===== config.mk =====
export PLATFORM = sky130hd
export DESIGN_NAME = pbs_queue
export DESIGN_NICKNAME = d
export VERILOG_FILES = /design/src/hw/rtl/pbs_pkg.sv /design/src/hw/rtl/pbs_queue.sv
export SDC_FILE = /design/constraint.sdc
export NUM_CORES = 1
export LEC_CHECK = 0
export BUFFER_PORTS_ARGS = -buffer_cell sky130_fd_sc_hd__buf_4
export CAP_MARGIN = 10
export CORE_UTILIZATION = 55
export CTS_CLUSTER_SIZE = 12
export DETAILED_ROUTE_END_ITERATION = 6
export HOLD_SLACK_MARGIN = 0.1
export PLACE_DENSITY_LB_ADDON = 0.08
export SYNTH_ARGS = -nofsm -noshare
export SYNTH_HDL_FRONTEND = slang
export SYNTH_SLANG_ARGS = --single-unit
export TNS_END_PERCENT = 5

===== constraint.sdc =====
create_clock -name clock -period 4.4 [get_ports clock]
set_input_delay 0.22 -clock clock [delete_from_list [all_inputs] [get_ports clock]]
set_output_delay 0.22 -clock clock [all_outputs]
set_load 0.005 [all_outputs]

===== src/hw/rtl/pbs_pkg.sv =====
// shared types, constants and helpers for the pixel binning core
// no dependencies; used by every other file of the block

package pbs_pkg;

   localparam int MAX_WIDTH   = 4096;
   localparam int COL_BITS    = $clog2(MAX_WIDTH);
   localparam int W_BITS      = COL_BITS + 1;
   localparam int PIX_BITS    = 16;
   localparam int SUM_BITS    = PIX_BITS + 1;
   localparam int QUEUE_DEPTH = 4;
   localparam int QPTR_BITS   = $clog2(QUEUE_DEPTH);
   localparam int QCNT_BITS   = QPTR_BITS + 1;
   localparam int MAX_LOG2    = 2;

   localparam logic [SUM_BITS-1:0] SAT_MARK = SUM_BITS'(1) << PIX_BITS;

   // csr map
   localparam int ADDR_BITS = 4;
   localparam logic [1:0] REG_BIN_X     = 2'd0;
   localparam logic [1:0] REG_BIN_Y     = 2'd1;
   localparam logic [1:0] REG_ROW_WIDTH = 2'd2;
   localparam int ROW_WIDTH_BITS = 13;
   localparam logic [ROW_WIDTH_BITS-1:0] ROW_WIDTH_RESET = ROW_WIDTH_BITS'(4096);

   // derived configuration handed to the front end
   typedef struct packed {
      logic [1:0]        lx;
      logic [1:0]        x_top;     // last horizontal phase
      logic [1:0]        y_top;     // last vertical phase
      logic [W_BITS-1:0] w;         // effective row width
      logic [W_BITS-1:0] usable;    // pixels covered by full bins
      logic [W_BITS-1:0] nb_last;   // index of last output column
   } cfg_type;

   // one column update from front to back
   typedef struct packed {
      logic [COL_BITS-1:0] oc;
      logic [SUM_BITS-1:0] acc;
      logic                first;
      logic                last;
      logic                row_end;
   } op_type;

   function automatic logic [SUM_BITS-1:0] sat_add(input logic [SUM_BITS-1:0] a,
                                                    input logic [SUM_BITS-1:0] b);
      logic [SUM_BITS:0] s;
      s = {1'b0, a} + {1'b0, b};
      sat_add = (s > {1'b0, SAT_MARK}) ? SAT_MARK : s[SUM_BITS-1:0];
   endfunction

endpackage


===== src/hw/rtl/pbs_queue.sv =====
// short fifo of column updates between front and back end
// depends on pbs_pkg

module pbs_queue (
   input  logic            clock,
   input  logic            reset,
   input  logic            push,
   input  pbs_pkg::op_type push_op,
   input  logic            pop,
   output logic            full,
   output logic            head_valid,
   output pbs_pkg::op_type head_op
);

   pbs_pkg::op_type               entry_ff [pbs_pkg::QUEUE_DEPTH];
   logic [pbs_pkg::QPTR_BITS-1:0] wr_ptr_ff, wr_ptr_in;
   logic [pbs_pkg::QPTR_BITS-1:0] rd_ptr_ff, rd_ptr_in;
   logic [pbs_pkg::QCNT_BITS-1:0] count_ff, count_in;

   assign full       = (count_ff == pbs_pkg::QCNT_BITS'(pbs_pkg::QUEUE_DEPTH));
   assign head_valid = (count_ff != '0);
   assign head_op    = entry_ff[rd_ptr_ff];

   always_comb begin
      wr_ptr_in = push ? wr_ptr_ff + pbs_pkg::QPTR_BITS'(1) : wr_ptr_ff;
      rd_ptr_in = pop  ? rd_ptr_ff + pbs_pkg::QPTR_BITS'(1) : rd_ptr_ff;
      count_in  = count_ff;
      if (push && !pop) begin
         count_in = count_ff + pbs_pkg::QCNT_BITS'(1);
      end else if (pop && !push) begin
         count_in = count_ff - pbs_pkg::QCNT_BITS'(1);
      end
   end

   always_ff @(posedge clock) begin
      if (reset) begin
         wr_ptr_ff <= '0;
         rd_ptr_ff <= '0;
         count_ff  <= '0;
      end else begin
         wr_ptr_ff <= wr_ptr_in;
         rd_ptr_ff <= rd_ptr_in;
         count_ff  <= count_in;
      end
   end

   always_ff @(posedge clock) begin
      if (push) begin
         entry_ff[wr_ptr_ff] <= push_op;
      end
   end

endmodule


# Word-level counts from Yosys, hierarchy flattened

Memories as Yosys holds them, arrays and structs flattened. A register that Yosys moved wholly into a read port is not among the register bits.
Index checks and enable logic that the tools add are counted.

Memories: 1
Bits in writable memories: 128
Register bits: 7

Mux-type cells: 6
Reduce and logical (&&, ||, !) cells: 6
$add $sub $neg: 4
Equal/unequal tests: 1

Memories:

| memory   | depth | bits a word | read ports | clocked after Yosys merged registers in | wr ports | RTL line        | source |
|---|---|---|---|---|---|---|---|
| entry_ff | 4     | 32          | 1          | 1                                       | 1        | pbs_queue.sv:15 | `pbs_pkg::op_type entry_ff [pbs_pkg::QUEUE_DEPTH];` |

Operators by type and width:

| operator            | number |
|---|---|
| $mux 3              | 2 |
| $add 2x1->2 const B | 2 |
| $mux 2              | 2 |
| $add 3x1->3 const B | 1 |
| $eq 3x3->1 const B  | 1 |
| $reduce_bool 3->1   | 1 |
| $sub 3x1->3 const B | 1 |
| $logic_and 1x1->1   | 2 |
| $logic_not 1->1     | 2 |
| $mux 1              | 2 |
| $reduce_bool 2->1   | 1 |

# Longest topological paths before layout

Word-level depth: 4
Depth in mapped cells: 7
Mapped depth without buffers: 7

# Worst setup path before layout

No wires, ideal clock.

Path type: flip-flop to flip-flop
Start point: register wr_ptr_ff[0] in the netlist's numbering
End point: memory entry_ff[2][0] in the netlist's numbering, enable pin
Arrival time: 1.332 ns
Cell stages (with the launch flop): 4
Slack: 2.676 ns
Cells stage by stage: dfxtp_1 > inv_1 > ha_1 > and2_1

RTL lines:

| what                     | RTL line        | source |
|---|---|---|
| start: declaration       | pbs_queue.sv:16 | `logic [pbs_pkg::QPTR_BITS-1:0] wr_ptr_ff, wr_ptr_in;` |
| start signal: assignment | pbs_queue.sv:41 | `wr_ptr_ff <= wr_ptr_in;` |
| end: declaration         | pbs_queue.sv:15 |  |

Straight into the memory's write port.

==> impl_metrics.yaml <==
status:
  outcome: "finished with violations"
  failed_checks: "design-rule violations"
setup_path:
  worst_setup_path_endpoint: "head_op[27]"
  worst_path_maximum_fanout: 18
  worst_setup_path_end_kind: "output pin"
  worst-endpoint-arrival_ns: 2.42
  r2r_slack_ns: 2.70
  reg2reg_from: "wr_ptr_ff[0]"
  critical_path_required_ns: 4.18
  crit_path_start_kind: "register"
  cp_max_delay_cell: "sky130_fd_sc_hd__dfxtp_2"
  critical_path.most_common_cell: "sky130_fd_sc_hd__buf_4"
  worstReg2RegEnd: "entry_ff[0][26]"
  crit_chain: "buf_4 > mux4_1 > buf_4"
  ff2ff_path_depth: 3
  maximum_cell_stage_delay_along_the_critical_path_ns: 0.74
  setup.worst_path.class: "register to output pin"
place:
  port_buffers: 69
  place_congestion: 0.662
  place_hpwl_mm: 4.70
  placed_cell_count: 381
power_and_ir_drop:
  power.clock.fraction_pct: 44.3
  power_switching_share_pct: 19.6
  sequentialPowerShare_pct: 46.6
  power_mw: 3.29
  pwr_density_cell_nw_per_um2: 495
  power.static_leakage_nw: 2.35
  p_int_mw: 2.65
  vdd.ir_drop.worst_v: 0.000283
  combPwrFrac_pct: 9.1
  net-switching-power_uw: 645
route:
  drt_drc_violations_left: 1
  wl_per_cell_microns: 18.6
  num_vias: 2405
  drt_wl_total_mm: 8.34
  drt.antenna.violating_nets: 0
  drt_first_pass_iters: 7
  drtIter0Drc: 132
  detail_route.vias_per_cell: 5.36
global_routing:
  first_global_vias: 2597
  groute.usage.overall_pct: 18.8
  grt_start_max_net_pins: 33
  global_route_wire_length_before_repair_mm: 13.2
  grt_remaining_overflow: 0
  grt_antenna_before_repair: 0
sta:
  max_slew_violation_total_from_the_final_report: 0
  slew-limit-headroom_pct: 41.6
  timing.final.hold_violations: 0
  setup_repair_after_global_routing_missed_its_margin: "no"
  layout_min_cycle_time_ns: 2.64
  period_utilization_post_route_pct: 60.0
  worst_pin_slew_ns: 0.876
  fin_tns_setup_ns: 0
  final.setup_skew_ns: 0.00785
  worst_hold_slack_ns: 0.462
  fmax_ghz: 0.379
  finalSetupViolCount: 0
finish:
  antenna-diode-count: 0
  final_net_count: 370
  area_delta_synth_final_pct: 30.7
  drive_above_1_share_pct: 39.3
  most_common_library_cell_in_the_layout_ignoring_fill_and_taps: "sky130_fd_sc_hd__edfxtp_1"
  instances_no_fill: 449
  layout.cells.most_common_list: "128 x sky130_fd_sc_hd__edfxtp_1, 70 x sky130_fd_sc_hd__buf_4, 36 x sky130_fd_sc_hd__dlygate4sd3_1"
floorplan:
  pin_count: 70
  die_h_microns: 98.2
  fp.dieW_microns: 98.2
  initial_utilization_pct: 57.5
  floorplan.die_area_sq_um: 9640
  placeableCoreArea_sq_um: 8850
  row_count: 34
logic_synthesis:
  synthesis.nets: 253
  mappedNetlistArea_sq_um: 5090
  syn-mean-instance-area_sq_um: 24.1
  postSynthRegisterBits: 137
  synthCells: 211
  synth_seq_area_share_pct: 79.1
  ys_warn_count: 0
  synth_cell_type_count: 21
clock_network:
  cts_setup_buffers: 0
  tritoncts: "built"
  path_clk_slew_ns: 0.06
  clock_sink_count: 137
  htreeDepth: 4
  ctsLongestPathBuffers: 2
  cts-buffers-inserted: 17
  worstSkewPairLatency_ns: 0.50
  cts_repair_resize_count: 0
  clock-root-buffer: "sky130_fd_sc_hd__clkbuf_8"
min_path:
  worst_hold_startpoint: "push_op[26]"
  worstHoldPathType: "primary input to register"
flow_run:
  max-cap-violations: 0
-- cells by family (layout without fill, tap and decap cells) --
family | count (synthesis) | in the layout | share of synthesized area [%]
buf+inv | 12 | 142 | 2.07
fa+ha+maj | 6 | 6 | 1.62
simple gates | 15 | 15 | 1.48
mux | 34 | 34 | 14.7
flops | 137 | 137 | 79.1
xor+xnor | 5 | 5 | 0.861
compound gates | 2 | 2 | 0.197
-- timing repair --
action                                 CTS  global route
setup endpoints to repair                0             0
endpoints found under the hold margin  137             0
hold buffers                            36             0
-- layout make-up --
| cell class | count | area [sq um] |
|---|---|---|
| inverter | 4 | 15.0 |
| clock buffer | 18 | 418 |
| clock inverter | 14 | 204 |
| sequential | 137 | 4030 |
| fill | 520 | 2200 |
| multi-input combinational | 62 | 965 |
| timing repair buffer | 106 | 886 |
| tap | 108 | 135 |
-- how the worst min path moves through the flow --
| stage | cells past startpoint | endpoint | slack, ns |
|---|---|---|---|
| 6_report | 2 | entry_ff[0][26] | 0.46 |
| 5_1_grt | 2 | entry_ff[3][26] | 0.45 |
| 4_1_cts | 2 | entry_ff[1][17] | 0.44 |
| 3_5_place_dp | 1 | entry_ff[3][21] | 0.42 |
| 3_3_place_gp | 1 | entry_ff[2][4] | 0.42 |
| 2_1_floorplan | 0 | entry_ff[0][0] | 0.32 |
-- registers in the layout (all words and copies together), names as in the netlist, named ones only --
signal     count
rd_ptr_ff      2
wr_ptr_ff      2
entry_ff     128
count_ff       3
-- worst max-delay path: cells and delay by family, from the launching register on --
| family | cells | cell delay (ns) |
|---|---|---|
| mux | 1 | 0.60 |
| flops | 1 | 0.74 |
| buf+inv | 2 | 0.57 |
-- layer usage --
layer | wire length (microns) | track usage, %
met5 | 0 | 0
met4 | 63 | 5.86
met3 | 401 | 5.37
met2 | 4470 | 33.4
met1 | 3410 | 22.4
-- per-stage QoR --
stage	cell area [sq um]	utilization (%)	setup slack, ns
after floorplan	5090	-	2.68
after global placement	5670	64.0	2.21
after detailed placement	5670	64.0	2.20
after CTS	6650	75.1	1.67
after global routing	6650	75.1	1.59
final	6650	75.1	1.76
-- power by group through the flow --
stage | clock (mW) | sequential (mW) | combinational, mW
2_1_floorplan | 0 | 1.54 | 0.165
3_3_place_gp | 0 | 1.56 | 0.270
3_5_place_dp | 0 | 1.56 | 0.275
4_1_cts | 1.48 | 1.54 | 0.303
5_1_grt | 1.53 | 1.54 | 0.322
6_report | 1.46 | 1.54 | 0.299
-- synthesized netlist by cell type (all sizes together) --
master	instances	area [sq um]
nor3b	1	7.51
or3	2	12.5
buf	7	86.3
edfxtp	128	3840
and2	4	25.0
xor2	3	26.3
inv	4	15.0
fa	1	20.0
clkbuf	1	3.75
xnor2	2	17.5
o21ai	1	5.00
a21oi	1	5.00
mux4	32	728
nor2	7	26.3
nand2	1	3.75
dfxtp	9	180
ha	5	62.6
mux2i	2	20.0
(Power assumes the default switching activity.)
