$ cat src/hw/rtl/pbs_pkg.sv
// shared types, constants and helpers for the pixel binning core
// no dependencies; used by every other file of the block

package pbs_pkg;

   localparam int MAX_WIDTH   = 4096;
   localparam int COL_BITS    = $clog2(MAX_WIDTH);
   localparam int W_BITS      = COL_BITS + 1;
   localparam int PIX_BITS    = 16;
   localparam int SUM_BITS    = PIX_BITS + 1;
   localparam int QUEUE_DEPTH = 4;
   localparam int QPTR_BITS   = $clog2(QUEUE_DEPTH);
   localparam int QCNT_BITS   = QPTR_BITS + 1;
   localparam int MAX_LOG2    = 2;

   localparam logic [SUM_BITS-1:0] SAT_MARK = SUM_BITS'(1) << PIX_BITS;

   // csr map
   localparam int ADDR_BITS = 4;
   localparam logic [1:0] REG_BIN_X     = 2'd0;
   localparam logic [1:0] REG_BIN_Y     = 2'd1;
   localparam logic [1:0] REG_ROW_WIDTH = 2'd2;
   localparam int ROW_WIDTH_BITS = 13;
   localparam logic [ROW_WIDTH_BITS-1:0] ROW_WIDTH_RESET = ROW_WIDTH_BITS'(4096);

   // derived configuration handed to the front end
   typedef struct packed {
      logic [1:0]        lx;
      logic [1:0]        x_top;     // last horizontal phase
      logic [1:0]        y_top;     // last vertical phase
      logic [W_BITS-1:0] w;         // effective row width
      logic [W_BITS-1:0] usable;    // pixels covered by full bins
      logic [W_BITS-1:0] nb_last;   // index of last output column
   } cfg_type;

   // one column update from front to back
   typedef struct packed {
      logic [COL_BITS-1:0] oc;
      logic [SUM_BITS-1:0] acc;
      logic                first;
      logic                last;
      logic                row_end;
   } op_type;

   function automatic logic [SUM_BITS-1:0] sat_add(input logic [SUM_BITS-1:0] a,
                                                    input logic [SUM_BITS-1:0] b);
      logic [SUM_BITS:0] s;
      s = {1'b0, a} + {1'b0, b};
      sat_add = (s > {1'b0, SAT_MARK}) ? SAT_MARK : s[SUM_BITS-1:0];
   endfunction

endpackage

$ cat src/hw/rtl/pbs_if.sv
// valid/ready channel interfaces for pixels in and binned pixels out
// depends on pbs_pkg

interface pbs_req_if;
   logic                         valid;
   logic                         ready;
   logic [pbs_pkg::PIX_BITS-1:0] pixel;
   logic                         frame_start;

   modport source (output valid, output pixel, output frame_start, input ready);
   modport sink   (input valid, input pixel, input frame_start, output ready);
endinterface


$ cat src/hw/rtl/pbs_front.sv
// front end: accepts pixels, tracks row and bin phases, sums horizontally
// depends on pbs_pkg and pbs_req_if; pushes column updates into the queue

module pbs_front (
   input  logic                clock,
   input  logic                reset,
   pbs_req_if.sink             req,
   input  pbs_pkg::cfg_type    cfg,
   input  logic                q_full,
   output logic                push,
   output pbs_pkg::op_type     push_op
);

   logic [pbs_pkg::COL_BITS-1:0] ci_ff, ci_in, ci;
   logic [1:0]                   xp_ff, xp_in, xp;
   logic [1:0]                   yp_ff, yp_in, yp;
   logic [pbs_pkg::SUM_BITS-1:0] acc_ff, acc_in, acc, acc_new;
   logic [pbs_pkg::W_BITS-1:0]   ci_next;
   logic                         accept;

   assign req.ready = !q_full;
   assign accept    = req.valid && req.ready;

   always_comb begin
      ci  = req.frame_start ? '0 : ci_ff;
      xp  = req.frame_start ? '0 : xp_ff;
      yp  = req.frame_start ? '0 : yp_ff;
      acc = req.frame_start ? '0 : acc_ff;
      if ({1'b0, ci} >= cfg.w) begin
         ci = '0;
      end

      acc_new = pbs_pkg::sat_add((xp == 2'd0) ? '0 : acc,
                                 pbs_pkg::SUM_BITS'(req.pixel));
      ci_next = {1'b0, ci} + pbs_pkg::W_BITS'(1);

      ci_in   = ci_ff;
      xp_in   = xp_ff;
      yp_in   = yp_ff;
      acc_in  = acc_ff;
      push    = 1'b0;
      push_op.oc      = ci >> cfg.lx;
      push_op.acc     = acc_new;
      push_op.first   = (yp == 2'd0);
      push_op.last    = (yp >= cfg.y_top);
      push_op.row_end = ({1'b0, push_op.oc} == cfg.nb_last);

      if (accept) begin
         acc_in = acc;
         xp_in  = xp;
         yp_in  = yp;
         if ({1'b0, ci} < cfg.usable) begin
            acc_in = acc_new;
            if (xp >= cfg.x_top) begin
               push  = 1'b1;
               xp_in = 2'd0;
            end else begin
               xp_in = xp + 2'd1;
            end
         end
         // end of source row
         if (ci_next >= cfg.w) begin
            ci_in = '0;
            xp_in = 2'd0;
            yp_in = (yp >= cfg.y_top) ? 2'd0 : yp + 2'd1;
         end else begin
            ci_in = ci_next[pbs_pkg::COL_BITS-1:0];
         end
      end
   end

   always_ff @(posedge clock) begin
      if (reset) begin
         ci_ff  <= '0;
         xp_ff  <= '0;
         yp_ff  <= '0;
         acc_ff <= '0;
      end else begin
         ci_ff  <= ci_in;
         xp_ff  <= xp_in;
         yp_ff  <= yp_in;
         acc_ff <= acc_in;
      end
   end

endmodule

$ cat src/flat_wrapper.sv
// flat-port wrapper written by rule: the top's interface ports become plain ports
module pbs_front_flat 
  (clock, reset, cfg, q_full, push, push_op, req_valid, req_pixel, req_frame_start, req_ready);
  pbs_req_if req_i ();
  input  logic clock;
  input  logic reset;
  input  pbs_pkg::cfg_type cfg;
  input  logic q_full;
  output logic push;
  output pbs_pkg::op_type push_op;
  input wire logic [$bits(req_i.valid)-1:0] req_valid;
  input wire logic [$bits(req_i.pixel)-1:0] req_pixel;
  input wire logic [$bits(req_i.frame_start)-1:0] req_frame_start;
  output wire logic [$bits(req_i.ready)-1:0] req_ready;
  assign req_i.valid = req_valid;
  assign req_i.pixel = req_pixel;
  assign req_i.frame_start = req_frame_start;
  assign req_ready = req_i.ready;
  pbs_front u_core (.clock(clock), .reset(reset), .req(req_i), .cfg(cfg), .q_full(q_full), .push(push), .push_op(push_op));
endmodule
$ cat config.mk
export PLATFORM = sky130hd
export DESIGN_NAME = pbs_front_flat
export DESIGN_NICKNAME = d
export VERILOG_FILES = /design/src/hw/rtl/pbs_pkg.sv /design/src/hw/rtl/pbs_if.sv /design/src/hw/rtl/pbs_front.sv /design/src/flat_wrapper.sv
export SDC_FILE = /design/constraint.sdc
export NUM_CORES = 1
export LEC_CHECK = 0
export ABC_CLOCK_PERIOD_IN_PS = 16200
export BUFFER_PORTS_ARGS = -buffer_cell sky130_fd_sc_hd__buf_4
export CORE_ASPECT_RATIO = 1.2
export CORE_UTILIZATION = 60
export DETAILED_ROUTE_END_ITERATION = 8
export PLACE_DENSITY_LB_ADDON = 0.3
export REMOVE_ABC_BUFFERS = 1
export SYNTH_ARGS = -nofsm -noshare
export SYNTH_HDL_FRONTEND = slang
export SYNTH_SLANG_ARGS = --single-unit
$ cat constraint.sdc
create_clock -name clock -period 16.2 [get_ports clock]
set_input_delay 3.24 -clock clock [delete_from_list [all_inputs] [get_ports clock]]
set_output_delay 3.24 -clock clock [all_outputs]
set_load 0.01 [all_outputs]
; ---- Yosys cells after proc, flatten, opt, wreduce, memory -nomap -nowiden
; Index checks and enable logic that the tools add are counted.
[totals]
reg_bits = 33
word_cells = 37
[classes]
add_sub_neg = 4
n_lt_le_gt_ge = 6
eq_ne = 1
shift = 1
muxes = 17
n_reduce_logical = 4
[ops]
columns = operator, n
row1 = 2-to-1 mux 17 bit, 4
row2 = 2-to-1 mux 12 bit, 3
row3 = adder 17 x 16 -> 18 bit, 1
row4 = greater-than comparator 18 x 17 -> 1 bit (second input constant), 1
row5 = 2-to-1 mux 2 bit, 7
row6 = adder 12 x 1 -> 13 bit (second input constant), 1
row7 = == test 12 x 13 -> 1 bit, 1
row8 = greater-or-equal comparator 12 x 13 -> 1 bit, 1
row9 = greater-or-equal comparator 13 bit, 1
row10 = < comparator 12 x 13 -> 1 bit, 1
row11 = right shift 12 x 2 -> 12 bit, 1
row12 = adder 2 x 1 -> 2 bit (second input constant), 2
row13 = greater-or-equal comparator 2 bit, 2
row14 = zero test 2 bit, 2
row15 = 2-to-1 mux 1 bit, 3
row16 = logical AND 1 bit, 1
row17 = zero test 1 bit, 1

; ---- Depth between registers and ports, before layout
[depth]
depth_word = 7
ltp_mapped = 27

; ---- Worst setup path before layout
; Ideal clock, no wire load.
[synth_path]
path_type = input port to output port
start = in req_frame_start
end = out push
arrival_time_ns = 7.228
required_time_ns = 12.960
setup_slack_ns = 5.732
stages = 20
path_cell_list = clkbuf_1 > clkbuf_1 > clkbuf_1 > nor2_1 > ha_1 > a21o_1 > a21oi_1 > o22ai_1 > or3_1 > clkbuf_1 > clkbuf_1 > nor2_1 > ha_1 > o21ai_0 > a21oi_1 > o31a_1 > nor3_1 > nand2_1 > clkbuf_1 > nor2_1
[synth_between]
elab_chain_len = 6
word_cells_on_any_way = 9
[synth_rtl]
columns = item, line
row1 = "start, declared", flat_wrapper.sv:13  ; input wire logic [$bits(req_i.frame_start)-1:0] req_frame_start;
row2 = 2-to-1 mux 12 bit, pbs_front.sv:25  ; ci = req.frame_start ? '0 : ci_ff;
row3 = greater-or-equal comparator 12 x 13 -> 1 bit, pbs_front.sv:29  ; if ({1'b0, ci} >= cfg.w) begin
row4 = 2-to-1 mux 12 bit, pbs_front.sv:29
row5 = < comparator 12 x 13 -> 1 bit, pbs_front.sv:52  ; if ({1'b0, ci} < cfg.usable) begin
row6 = 2-to-1 mux 1 bit (*), pbs_front.sv:52
row7 = 2-to-1 mux 1 bit (*), pbs_front.sv:48  ; if (accept) begin
row8 = "end, declared", flat_wrapper.sv:9  ; output logic push;
; Every way passes the cells marked *; elsewhere a longest branch is shown, timed or not.

; ---- Final worst setup path
; Ends and elaborated chain as after synthesis.

==> impl_results.md <==
- Final #Nets: 791
- Hold Buf Count CTS: 0
- Share of layout cells above drive strength 1: 17.57%
- Synthesized area: 4249 sq um
- Worst slack, placed: 5.171 ns
- Synth Instances: 583
- Clock Tree Buf Depth: 2
- Setup TNS: 0 ns
- Status: completed
- Slowest CP cell: or3_1
- Root buf cell: clkbuf_8
- Relative slew margins: 54.06%
- Vias: 4737
- Final total power: 0.0002274 W
- # port buffers: 99
- Crit. End Element: output port
- Largest net degree at the start of global routing: 31
- Final Util: 74.95%
- Dpl cell area: 5021 sq um
- Synth area leaders: ha_1, dfxtp_1, a21oi_1
- First-pass DRT Iterations: 6
- Crit path kind: input pin to output port
- Crit path DAT: 7.89 ns
- PostCTS Resize Cnt: 0
- Crit path max-delay family: simple AND/OR/NAND/NOR gates
- Worst-path fanout max: 30
- Seq cells post-synth: 33
- Antenna violations before repair: 0
- Initial Utilization: 61.99%
- Dpl hpwl: 9.701 mm
- Pwr dens: 44.26 nW/um^2
- Die width: 78.82 um
- Site row count: 33
- Lkg Pwr: 2.622 nW
- CP required: 12.96 ns
- Library cells used by synthesis: 62
- Routed wire length: 12.38 mm
- Vias in the first global route: 4593
- Commonest cells in the netlist: ha_1, nor2_1, inv_1
- RSZ-0062 raised after global routing: no
- WP buf/inv: 3
- Ys async rst share: 0%
- Grt met1 use: 35.68%
- Crit-path cells: buf_4, nand2b_1, inv_1, ha_1, a21oi_1, a21boi_0, o31a_1, or3_1, nor2_1, ha_1, o21ai_0, a21oi_1, o31a_1, nor3_1, nand2_1, nor2_1, buf_4
- DR iter-0 viols: 289
- Overflow left after global routing: 0
- Delay of the slowest critical-path stage: 0.59 ns
- Slew Limit Fails: 0
- Num CTS Buffers: 5
- Die area: 7424 sq um
- Synth top area share: 17.37%
- Post-synth top flop: dfxtp_1
- CTS tree: built
- # diodes: 0
- Seq/Total Area, Yosys: 15.55%
- IO Pins: 100
- GR peak layer: met2
- Design area: 5137 sq um
- Fillers: 543
- Met3 Resource Use GR: 3.398%
- Startpoint Class: input pin
- Gpl congestion: 0.9446
- First-pass GRT wire length: 19.96 mm
- Avg Inst Size Synth: 7.288 sq um
- Clock Sinks: 33
- Tmin final: 11.13 ns
- Final worst path period share: 68.68%
- DRC violation count after routing: 0
- EDFF count, synth: 0
- Least-Margin Pin Slew: 0.6838 ns
- H-tree levels: 2
- Area delta synth->final: 20.91%
- Synthesis warning total: 0
- Post-CTS Setup Inserts: 0
- Most common cell in the synthesized netlist: ha_1
- MaxCap Viol Count: 0
- Fmax: 89.88 MHz
- Min-delay worst type: flip-flop to flip-flop
- Clk_skew: 0.007274 ns
- Grt met2 use: 63.33%
- Clock-pin slew on the worst setup and hold paths: 0.07 ns
- Final setup viols: 0
- Die H: 94.19 um
- Clk_lat worst skew: 0.29 ns
- DR WL/cell: 16.44 um
- DRT antenna net count: 0
- Hold Violations, Final: 0
- IR drop worst, VDD: 48.00 uV
- Setup WS post-layout: 5.074 ns
- Core area: 6854 sq um
- Synth area leader: ha_1
- Vias/cell: 6.291
- Global Route Usage Sum: 33.65%
==> sequential cells by signal (all words and copies together), names as in the netlist <==
signal / count
u_core.xp_ff: 2
u_core.acc_ff: 17
u_core.yp_ff: 2
u_core.ci_ff: 12
==> cells in the final DEF, fill, tap and decap left out, types with 4 or more instances in the layout <==
cell,Yosys,final
xor2_1,7,7
nand2b_1,13,13
a22o_1,4,4
nor4_1,12,12
ha_1,59,59
dfxtp_1,33,33
and3_1,5,5
nand4_1,9,9
nor2b_1,16,16
nand3_1,19,19
inv_1,48,48
nor3_1,21,21
xnor2_1,22,22
nand3b_1,5,5
o211ai_1,4,4
buf_4,0,102
clkbuf_8,0,6
or3_1,5,5
nor2_1,55,55
o21a_1,5,5
o31a_1,4,4
nand2_1,31,31
mux2i_1,7,7
a21oi_1,44,44
and2_1,21,21
a211oi_1,7,7
a21o_1,23,23
a22oi_1,5,5
o21ai_0,22,22
==> metal layers <==
metal  wire length [um]  vias up
li1                   -     2268
met1               4611     2173
met2               6431      225
met3                726       71
met4                615        0
met5                  0        -
==> layout make-up <==
cell class                      instances  area, sq um  share of cell area [%]
Clock buffer                            7        86.33                   1.680
Clock inverter                          1        30.03                  0.5845
Inverter                               48        180.2                   3.507
Multi-Input combinational cell        475         3306                   64.34
Sequential cell                        33        660.6                   12.86
Tap cell                               87        108.9                   2.119
Timing Repair Buffer                  102        765.7                   14.91
==> cells by family (layout without fill, tap and decap cells) <==
kind of cell	count (synthesis)	count (layout)	synth area share (%)
AND/OR/NAND/NOR	226	226	28.00
AO/OA/AOI/OAI	152	152	24.06
buffers and inverters	75	158	6.655
adder cells (fa/ha/maj)	60	60	17.84
flip-flops	33	33	15.55
XOR/XNOR	29	29	5.978
multiplexers	8	8	1.914
==> final timing paths <==
path	start	endpoint	slack, ns	cells after the start
min reg2reg	u_core.acc_ff[5]$_SDFFE_PP0P_	u_core.acc_ff[5]$_SDFFE_PP0P_	0.45	1
min	u_core.acc_ff[5]$_SDFFE_PP0P_	u_core.acc_ff[5]$_SDFFE_PP0P_	0.45	1
max	req_frame_start	push	5.07	17
max reg2reg	u_core.ci_ff[10]$_SDFFE_PP0P_	u_core.ci_ff[11]$_SDFFE_PP0P_	10.32	23
==> through the flow <==
| stage | hold WS (ns) | cells |
|---|---|---|
| 5_1_grt | 0.4690 | 753 |
| 3_5_place_dp | 0.4313 | 745 |
| 2_1_floorplan | 0.4181 | 556 |
| 6_report | 0.4476 | 753 |
| 3_3_place_gp | 0.4262 | 745 |
| 4_1_cts | 0.4469 | 753 |
==> power breakdown <==
part | leakage, nW | switching (W) | internal (W) | total (W)
Sequential | 0.268 | 0.00000128 | 0.0000834 | 0.0000847
Clock | 0.0585 | 0.0000322 | 0.0000502 | 0.0000824
Combinational | 2.30 | 0.0000317 | 0.0000286 | 0.0000604
Total | 2.62 | 0.0000652 | 0.000162 | 0.000227
Power figures use the tool's default switching activity.
